<file path="src/rtl/core/scd_pkg.sv">
// Package for the scrambled card draw block: constants and helper functions.
// Depends on nothing; used by every module under rtl/core.
`default_nettype none

package scd_pkg;

    localparam int SCD_MAX_DRAW  = 5;
    localparam int SCD_DECK_SIZE = 52;
    localparam int SCD_MASK_W    = 52;
    localparam int SCD_COUNT_W   = 3;
    localparam int SCD_SEQ_W     = 64;
    localparam int SCD_MAX_COUNT = (1 << SCD_COUNT_W) - 1;

    localparam logic [31:0] GOLDEN_MUL  = 32'h9E37_79B9;
    localparam logic [31:0] INDEX_MUL   = 32'h85EB_CA6B;
    localparam logic [63:0] DRAW_STRIDE = 64'd1315423911;

    function automatic logic [31:0] bit_rev32(input logic [31:0] v);
        logic [31:0] r;
        for (int i = 0; i < 32; i++) begin
            r[i] = v[31 - i];
        end
        return r;
    endfunction

    // Low word of j * stride for draw j.
    function automatic logic [31:0] stride_lo(input int unsigned j);
        logic [63:0] p;
        p = 64'(j) * DRAW_STRIDE;
        return p[31:0];
    endfunction

    // Low word of golden ratio constant times (j + 1).
    function automatic logic [31:0] golden_at(input int unsigned j);
        logic [63:0] p;
        p = 64'(j + 1) * 64'(GOLDEN_MUL);
        return p[31:0];
    endfunction

endpackage

`default_nettype wire

</file>
<file path="src/rtl/core/scd_propose.sv">
// Two-stage front end: index scramble and per-draw sequence words, then
// bit reversal, scramble and scaling to a proposed card. Uses scd_pkg.
`default_nettype none

module scd_propose
    import scd_pkg::*;
#(
    parameter int NDRAW     = SCD_MAX_DRAW,
    parameter int DECK_SIZE = SCD_DECK_SIZE,
    parameter int CARD_W    = $clog2(DECK_SIZE)
)
(
    input  wire logic                              clk,
    input  wire logic                              rst_n,
    input  wire logic                              in_valid,
    output logic                                   in_ready,
    input  wire logic [DECK_SIZE-1:0]              used,
    input  wire logic [SCD_COUNT_W-1:0]            cnt,
    input  wire logic [31:0]                       seq_lo,
    output logic                                   out_valid,
    input  wire logic                              out_ready,
    output logic [DECK_SIZE-1:0]                   used_out,
    output logic [SCD_COUNT_W-1:0]                 cnt_out,
    output logic [NDRAW-1:0][CARD_W-1:0]           cards
);

    localparam int PROD_W = 32 + $clog2(DECK_SIZE + 1);

    logic                          s1_valid_reg;
    logic                          s1_ready;
    logic [31:0]                   s1_scr_reg;
    logic [NDRAW-1:0][31:0]        s1_n_reg;
    logic [DECK_SIZE-1:0]          s1_used_reg;
    logic [SCD_COUNT_W-1:0]        s1_cnt_reg;

    logic                          s2_valid_reg;
    logic [NDRAW-1:0][CARD_W-1:0]  s2_card_reg;
    logic [NDRAW-1:0][CARD_W-1:0]  s2_card_next;
    logic [DECK_SIZE-1:0]          s2_used_reg;
    logic [SCD_COUNT_W-1:0]        s2_cnt_reg;

    logic [NDRAW-1:0][31:0]        n_next;
    logic [31:0]                   scr_next;

    assign s1_ready = !s2_valid_reg || out_ready;
    assign in_ready = !s1_valid_reg || s1_ready;

    always_comb
    begin
        scr_next = seq_lo * INDEX_MUL;
        for (int j = 0; j < NDRAW; j++) begin
            n_next[j] = seq_lo + stride_lo(j);
        end
    end

    always_comb
    begin
        logic [31:0]       rev;
        logic [PROD_W-1:0] prod;
        for (int j = 0; j < NDRAW; j++) begin
            rev  = bit_rev32(s1_n_reg[j]) ^ golden_at(j) ^ s1_scr_reg;
            prod = PROD_W'(rev) * PROD_W'(DECK_SIZE);
            s2_card_next[j] = prod[32 +: CARD_W];
        end
    end

    always_ff @(posedge clk or negedge rst_n)
    begin
        if (!rst_n) begin
            s1_valid_reg <= 1'b0;
            s2_valid_reg <= 1'b0;
        end
        else begin
            if (in_ready) begin
                s1_valid_reg <= in_valid;
            end
            if (s1_ready) begin
                s2_valid_reg <= s1_valid_reg;
            end
        end
    end

    always_ff @(posedge clk)
    begin
        if (in_ready && in_valid) begin
            s1_scr_reg  <= scr_next;
            s1_n_reg    <= n_next;
            s1_used_reg <= used;
            s1_cnt_reg  <= cnt;
        end
        if (s1_ready && s1_valid_reg) begin
            s2_card_reg <= s2_card_next;
            s2_used_reg <= s1_used_reg;
            s2_cnt_reg  <= s1_cnt_reg;
        end
    end

    assign out_valid = s2_valid_reg;
    assign used_out  = s2_used_reg;
    assign cnt_out   = s2_cnt_reg;
    assign cards     = s2_card_reg;

endmodule

`default_nettype wire

</file>
<file path="src/rtl/core/scd_draw_stage.sv">
// One draw: cyclic search upward from the proposed card for the first free card,
// then mark it drawn if J is below the count. One register stage. Uses scd_pkg.
`default_nettype none

module scd_draw_stage
    import scd_pkg::*;
#(
    parameter int J         = 0,
    parameter int NDRAW     = SCD_MAX_DRAW,
    parameter int DECK_SIZE = SCD_DECK_SIZE,
    parameter int CARD_W    = $clog2(DECK_SIZE)
)
(
    input  wire logic                              clk,
    input  wire logic                              rst_n,
    input  wire logic                              in_valid,
    output logic                                   in_ready,
    input  wire logic [DECK_SIZE-1:0]              used,
    input  wire logic [DECK_SIZE-1:0]              board,
    input  wire logic [SCD_COUNT_W-1:0]            cnt,
    input  wire logic [NDRAW-1:0][CARD_W-1:0]      cards,
    output logic                                   out_valid,
    input  wire logic                              out_ready,
    output logic [DECK_SIZE-1:0]                   used_out,
    output logic [DECK_SIZE-1:0]                   board_out,
    output logic [SCD_COUNT_W-1:0]                 cnt_out,
    output logic [NDRAW-1:0][CARD_W-1:0]           cards_out
);

    logic                          valid_reg;
    logic [DECK_SIZE-1:0]          used_reg;
    logic [DECK_SIZE-1:0]          used_next;
    logic [DECK_SIZE-1:0]          board_reg;
    logic [DECK_SIZE-1:0]          board_next;
    logic [SCD_COUNT_W-1:0]        cnt_reg;
    logic [NDRAW-1:0][CARD_W-1:0]  cards_reg;

    logic [DECK_SIZE-1:0]          free;
    logic [DECK_SIZE-1:0]          upper;
    logic [DECK_SIZE-1:0]          pick;
    logic                          active;

    assign in_ready = !valid_reg || out_ready;
    assign active   = SCD_COUNT_W'(J) < cnt;

    // Free cards at or above the proposal win; otherwise wrap to the lowest.
    always_comb
    begin
        free  = ~used;
        upper = free & ({DECK_SIZE{1'b1}} << cards[J]);
        if (upper != '0) begin
            pick = upper & (~upper + 1'b1);
        end
        else begin
            pick = free & (~free + 1'b1);
        end
        if (active) begin
            used_next  = used | pick;
            board_next = board | pick;
        end
        else begin
            used_next  = used;
            board_next = board;
        end
    end

    always_ff @(posedge clk or negedge rst_n)
    begin
        if (!rst_n) begin
            valid_reg <= 1'b0;
        end
        else if (in_ready) begin
            valid_reg <= in_valid;
        end
    end

    always_ff @(posedge clk)
    begin
        if (in_ready && in_valid) begin
            used_reg  <= used_next;
            board_reg <= board_next;
            cnt_reg   <= cnt;
            cards_reg <= cards;
        end
    end

    assign out_valid = valid_reg;
    assign used_out  = used_reg;
    assign board_out = board_reg;
    assign cnt_out   = cnt_reg;
    assign cards_out = cards_reg;

    a_board_in_used: assert property (@(posedge clk) disable iff (!rst_n)
        valid_reg |-> ((board_reg & ~used_reg) == '0))
        else $error("drawn card not marked used");

    a_board_le_count: assert property (@(posedge clk) disable iff (!rst_n)
        valid_reg |-> ($countones(board_reg) <= int'(cnt_reg)))
        else $error("more cards drawn than requested");

    a_board_le_stage: assert property (@(posedge clk) disable iff (!rst_n)
        valid_reg |-> ($countones(board_reg) <= J + 1))
        else $error("more cards drawn than stages passed");

endmodule

`default_nettype wire

</file>
<file path="src/rtl/core/scrambled_sobol_card_draw.sv">
// Throughput is one transaction per clock; two front-end stages form the
// scrambled proposals for all draws at once, then one register stage per
// draw resolves its card against the cards taken so far, for up to MAX_DRAW
// draws (capped at 7, the most a 3-bit count can ask for).
// Backpressure stalls the whole pipeline in place; bubbles are squeezed out.
// Top level; uses scd_pkg, scd_propose and scd_draw_stage.
`default_nettype none

module scrambled_sobol_card_draw
    import scd_pkg::*;
#(
    parameter int MAX_DRAW  = SCD_MAX_DRAW,
    parameter int DECK_SIZE = SCD_DECK_SIZE
)
(
    input  wire logic                      clk,
    input  wire logic                      rst_n,
    input  wire logic                      in_valid,
    output logic                           in_ready,
    input  wire logic [SCD_MASK_W-1:0]     dead_mask,
    input  wire logic [SCD_COUNT_W-1:0]    draw_count,
    input  wire logic [SCD_SEQ_W-1:0]      sequence_index,
    output logic                           out_valid,
    input  wire logic                      out_ready,
    output logic [SCD_MASK_W-1:0]          board_mask
);

    localparam int NDRAW  = (MAX_DRAW < SCD_MAX_COUNT) ? MAX_DRAW : SCD_MAX_COUNT;
    localparam int CARD_W = $clog2(DECK_SIZE);
    localparam logic [SCD_COUNT_W-1:0] CNT_CAP = SCD_COUNT_W'(NDRAW);

    logic [DECK_SIZE-1:0]          used_in;
    logic [SCD_COUNT_W-1:0]        cnt_in;

    logic [NDRAW:0]                v_c;
    logic [NDRAW:0]                r_c;
    logic [DECK_SIZE-1:0]          used_c  [NDRAW+1];
    logic [DECK_SIZE-1:0]          board_c [NDRAW+1];
    logic [SCD_COUNT_W-1:0]        cnt_c   [NDRAW+1];
    logic [NDRAW-1:0][CARD_W-1:0]  cards_c [NDRAW];

    // Drop dead bits outside the deck; saturate the draw count.
    always_comb
    begin
        for (int c = 0; c < DECK_SIZE; c++) begin
            used_in[c] = (c < SCD_MASK_W) ? dead_mask[c % SCD_MASK_W] : 1'b0;
        end
        cnt_in = (draw_count > CNT_CAP) ? CNT_CAP : draw_count;
    end

    scd_propose #(
        .NDRAW     (NDRAW),
        .DECK_SIZE (DECK_SIZE),
        .CARD_W    (CARD_W)
    ) u_propose (
        .clk       (clk),
        .rst_n     (rst_n),
        .in_valid  (in_valid),
        .in_ready  (in_ready),
        .used      (used_in),
        .cnt       (cnt_in),
        .seq_lo    (sequence_index[31:0]),
        .out_valid (v_c[0]),
        .out_ready (r_c[0]),
        .used_out  (used_c[0]),
        .cnt_out   (cnt_c[0]),
        .cards     (cards_c[0])
    );

    assign board_c[0] = '0;

    for (genvar j = 0; j < NDRAW; j++) begin : g_draw
        if (j < NDRAW - 1) begin : g_mid
            scd_draw_stage #(
                .J         (j),
                .NDRAW     (NDRAW),
                .DECK_SIZE (DECK_SIZE),
                .CARD_W    (CARD_W)
            ) u_stage (
                .clk       (clk),
                .rst_n     (rst_n),
                .in_valid  (v_c[j]),
                .in_ready  (r_c[j]),
                .used      (used_c[j]),
                .board     (board_c[j]),
                .cnt       (cnt_c[j]),
                .cards     (cards_c[j]),
                .out_valid (v_c[j+1]),
                .out_ready (r_c[j+1]),
                .used_out  (used_c[j+1]),
                .board_out (board_c[j+1]),
                .cnt_out   (cnt_c[j+1]),
                .cards_out (cards_c[j+1])
            );
        end
        else begin : g_last
            scd_draw_stage #(
                .J         (j),
                .NDRAW     (NDRAW),
                .DECK_SIZE (DECK_SIZE),
                .CARD_W    (CARD_W)
            ) u_stage (
                .clk       (clk),
                .rst_n     (rst_n),
                .in_valid  (v_c[j]),
                .in_ready  (r_c[j]),
                .used      (used_c[j]),
                .board     (board_c[j]),
                .cnt       (cnt_c[j]),
                .cards     (cards_c[j]),
                .out_valid (v_c[j+1]),
                .out_ready (r_c[j+1]),
                .used_out  (used_c[j+1]),
                .board_out (board_c[j+1]),
                .cnt_out   (cnt_c[j+1]),
                .cards_out ()
            );
        end
    end

    assign out_valid     = v_c[NDRAW];
    assign r_c[NDRAW]    = out_ready;

    always_comb
    begin
        for (int c = 0; c < SCD_MASK_W; c++) begin
            board_mask[c] = (c < DECK_SIZE) ? board_c[NDRAW][c % DECK_SIZE] : 1'b0;
        end
    end

    a_stall_full: assert property (@(posedge clk) disable iff (!rst_n)
        !in_ready |-> out_valid)
        else $error("input stalled with an empty output stage");

    a_out_in_deck_free: assert property (@(posedge clk) disable iff (!rst_n)
        out_valid |-> ((board_c[NDRAW] & ~used_c[NDRAW]) == '0))
        else $error("output card not marked used");

    a_out_count: assert property (@(posedge clk) disable iff (!rst_n)
        out_valid |-> ($countones(board_c[NDRAW]) <= int'(cnt_c[NDRAW])))
        else $error("output holds more cards than requested");

endmodule

`default_nettype wire
</file>
<file path="config.mk">
export PLATFORM = sky130hd
export DESIGN_NAME = scrambled_sobol_card_draw
export DESIGN_NICKNAME = d
export VERILOG_FILES = /design/src/rtl/core/scd_pkg.sv /design/src/rtl/core/scd_propose.sv /design/src/rtl/core/scd_draw_stage.sv /design/src/rtl/core/scrambled_sobol_card_draw.sv
export SDC_FILE = /design/constraint.sdc
export NUM_CORES = 2
export LEC_CHECK = 0
export ABC_AREA = 1
export BUFFER_PORTS_ARGS = -buffer_cell sky130_fd_sc_hd__buf_4
export CORE_ASPECT_RATIO = 1.4
export CORE_MARGIN = 2
export CORE_UTILIZATION = 50
export DETAILED_ROUTE_END_ITERATION = 10
export PLACE_DENSITY_LB_ADDON = 0.2
export SETUP_SLACK_MARGIN = 0.5
export SLEW_MARGIN = 5
export SYNTH_ARGS = -nofsm -noshare
export SYNTH_HDL_FRONTEND = slang
export SYNTH_SLANG_ARGS = --single-unit
</file>
<file path="constraint.sdc">
create_clock -name clk -period 8.9 [get_ports clk]
set_clock_uncertainty 0.1 [all_clocks]
set_input_delay 1.335 -clock clk [delete_from_list [all_inputs] [get_ports clk]]
set_output_delay 1.335 -clock clk [all_outputs]
set_load 0.03 [all_outputs]
</file>
==> flow_metrics.py <==
metrics = {
    "status": {
        "status": "complete, no violations",
    },
    "setup_path": {
        "r2r-start": "g_draw[2].g_mid.u_stage.cards_out[22]",
        "regToRegSetupSlack_ns": 3.69,
        "r2r_end": "g_draw[3].g_mid.u_stage.board_out[41]",
        "critPathRequiredTime_ns": 9.29,
        "critical_path_class": "primary input to register",
        "crit_arrival_ns": 8.24,
        "cp-end-kind": "register",
        "worstSetupStartpointType": "primary input",
        "reg2reg_depth": 13,
        "worst-path-max-fanout": 11,
    },
    "floorplan": {
        "core_um2": 153000,
        "start_util": 0.502,
        "std_cell_rows": 170,
        "fp.dieH_um": 468,
        "die_w_um": 335,
        "die_area_um2": 157000,
        "io_pins": 177,
    },
    "min_path": {
        "hp-start": "u_propose.cards[10]",
        "hold_path_class": "register to register",
        "worstHoldPathCells": 0,
        "min_to": "g_draw[0].g_mid.u_stage.cards_out[10]",
    },
    "logic_synthesis": {
        "synth.avg_cell_area_um2": 7.66,
        "synth_nets": 11100,
        "synth_edf_count": 866,
        "synthTopCellsByArea": "edfxtp_1 (34%), nand2_1 (13%), inv_1 (10%), ha_1 (9.6%), fa_1 (9.2%)",
        "ys_ff_latch": 873,
        "yosysSeqAreaShare": 0.341,
        "synth_top_area_frac": 0.339,
        "netlist_instances": 10000,
        "synth_cell_types": 54,
        "syn_area_um2": 76700,
        "yosysTopAreaCell": "edfxtp_1",
        "synth_flop_cell": "edfxtp_1",
        "ys_warn_count": 0,
        "async_flop_share": 0.00802,
    },
    "final_layout": {
        "ff_latch_area_um2": 26200,
        "fill_cells": 14600,
        "drive_gt1_frac": 0.0406,
        "final_common_cell": "nand2_1",
        "nets": 11200,
        "multiInputGateArea_um2": 41400,
        "area_growth_pct": 7.72,
        "final_cell_mix": "nand2_1 (2579), inv_1 (2101), nor2_1 (1003), edfxtp_1 (866), nand3_1 (704)",
    },
    "placed_design": {
        "gp_congestion": 1.13,
        "dp_hpwl_um": 251000,
        "numPortBuffers": 144,
    },
    "detailed_routing": {
        "routed_via_density": 5.65,
        "drc": 0,
        "drtIter0Drc": 6102,
        "wl_met3_um": 21100,
        "dr.max_layer_used": "met5",
        "route.met2.wl_um": 145000,
        "routed_wl_um": 304000,
        "postRouteAntennaNets": 0,
        "routedWlPerCell_um": 25.0,
        "dr.pass1.iters": 9,
        "wl_met1_um": 107000,
        "dr_total_vias": 68600,
    },
    "run": {
        "cap_violations": 0,
    },
    "global_routing": {
        "grt_max_degree": 144,
        "grt_pass1_vias": 67900,
        "grt_pass1_wl_um": 438000,
        "antenna_found_initial": 27,
        "grt_overflow": 0,
        "grt.total_usage": 0.386,
    },
    "clock_tree": {
        "cts_root_buffer": "clkbuf_16",
        "insertion_delay_ns": 0.76,
        "cts_tree": "built",
        "postCtsHoldBufs": 0,
        "cts_htree_levels": 3,
        "clockBufferDepth": 3,
        "cts_sinks": 873,
        "postCtsResizedCells": 0,
        "clk_pin_slew_ns": 0.07,
        "cts_made_buffers": 90,
        "postCtsSetupBuffers": 0,
    },
    "timing": {
        "setup_violations": 0,
        "max_freq_mhz": 128,
        "maxSlewHeadroom": 0.0307,
        "period_needed_ns": 7.84,
        "final.period_utilization": 0.881,
        "final_hold_viol_count": 0,
        "slew_violations": 0,
        "tightest_slew_ns": 1.45,
        "rsz0062_at_grt": "no",
        "fin_tns_setup_ns": 0,
    },
}
stage by stage:
| step | setup WS (ns) | cells | hold WS [ns] | utilization | cell area (µm²) |
|---|---|---|---|---|---|
| global route | 0.774 | 12100 | 0.294 | 0.540 | 82600 |
| global placement | 0.333 | 12000 | 0.301 | 0.520 | 79500 |
| floorplan | 0.899 | 10000 | 0.300 | - | 76700 |
| finish | 1.06 | 12100 | 0.287 | 0.541 | 82700 |
| CTS | 1.11 | 12100 | 0.281 | 0.540 | 82600 |
| detailed placement | 0.403 | 12000 | 0.305 | 0.520 | 79500 |
worst max path at each step:
stage | from | endpoint | slack (ns) | cells past startpoint
floorplan | out_ready | g_draw[0].g_mid.u_stage.board_out[0] | 0.90 | 10
global placement | sequence_index[8] | u_propose.s1_scr_reg[31] | 0.33 | 26
detailed placement | sequence_index[8] | u_propose.s1_scr_reg[31] | 0.40 | 26
CTS | sequence_index[8] | u_propose.s1_scr_reg[31] | 1.11 | 26
global route | sequence_index[8] | u_propose.s1_scr_reg[31] | 0.77 | 26
finish | sequence_index[8] | u_propose.s1_scr_reg[31] | 1.06 | 26
metal layers:
layer	GRT usage	vias to the layer above
li1	-	31900
met2	0.652	3221
met5	0	-
met4	0.317	24
met1	0.426	32400
met3	0.0651	1043
logic make-up after synthesis:
logic type                 Yosys count  share of synthesized area
and+or+nand+nor                   4975                      0.274
buffers and inverters             2346                      0.120
adders and majority gates          943                      0.188
DFF                                873                      0.341
AOI/OAI and AO/OA                  559                     0.0398
xor gates and xnor gates           320                     0.0365
cell usage after synthesis, types with 14 or more instances:
library cell and count:
nand2_1 2579, inv_1 2105, nor2_1 1008, edfxtp_1 866, nand3_1 704, ha_1 590, fa_1 353, a21oi_1 261
nor3_1 254, xor2_1 230, nand4_1 227, o21ai_0 168, nor4_1 94, xnor2_1 90, buf_4 80, clkbuf_1 68
buf_2 55, nand3b_1 40, o21ai_1 32, or2_2 25, o21bai_1 19, inv_2 15, a21o_1 14
worst max-delay path: stages:
cell      delay (ns)
buf_4           0.22
clkinv_1        0.30
buf_4           0.28
ha_1            0.31
inv_1           0.06
fa_1            0.53
inv_1           0.06
fa_1            0.52
fa_1            0.45
fa_1            0.56
inv_1           0.06
fa_1            0.53
inv_1           0.06
fa_1            0.53
inv_1           0.05
fa_1            0.65
inv_1           0.07
ha_1            0.36
nand2_1         0.11
inv_1           0.04
a221oi_1        0.37
nand2_1         0.16
nor2_1          0.12
nand2_1         0.23
nand3_1         0.17
nand2_1         0.06
cell type report:
type | count | area share
flip-flops and latches | 873 | 0.317
repair buffers | 193 | 0.0178
multi-input cells | 6797 | 0.501
diodes | 9 | 0.000272
inverters | 2129 | 0.0969
well taps | 1978 | 0.0299
clock inverters | 57 | 0.00910
clock buffers | 108 | 0.0283
Power is left out: the tool's default activity adds up to more than one toggle a clock period on the data nets, which glitch-free logic cannot reach.
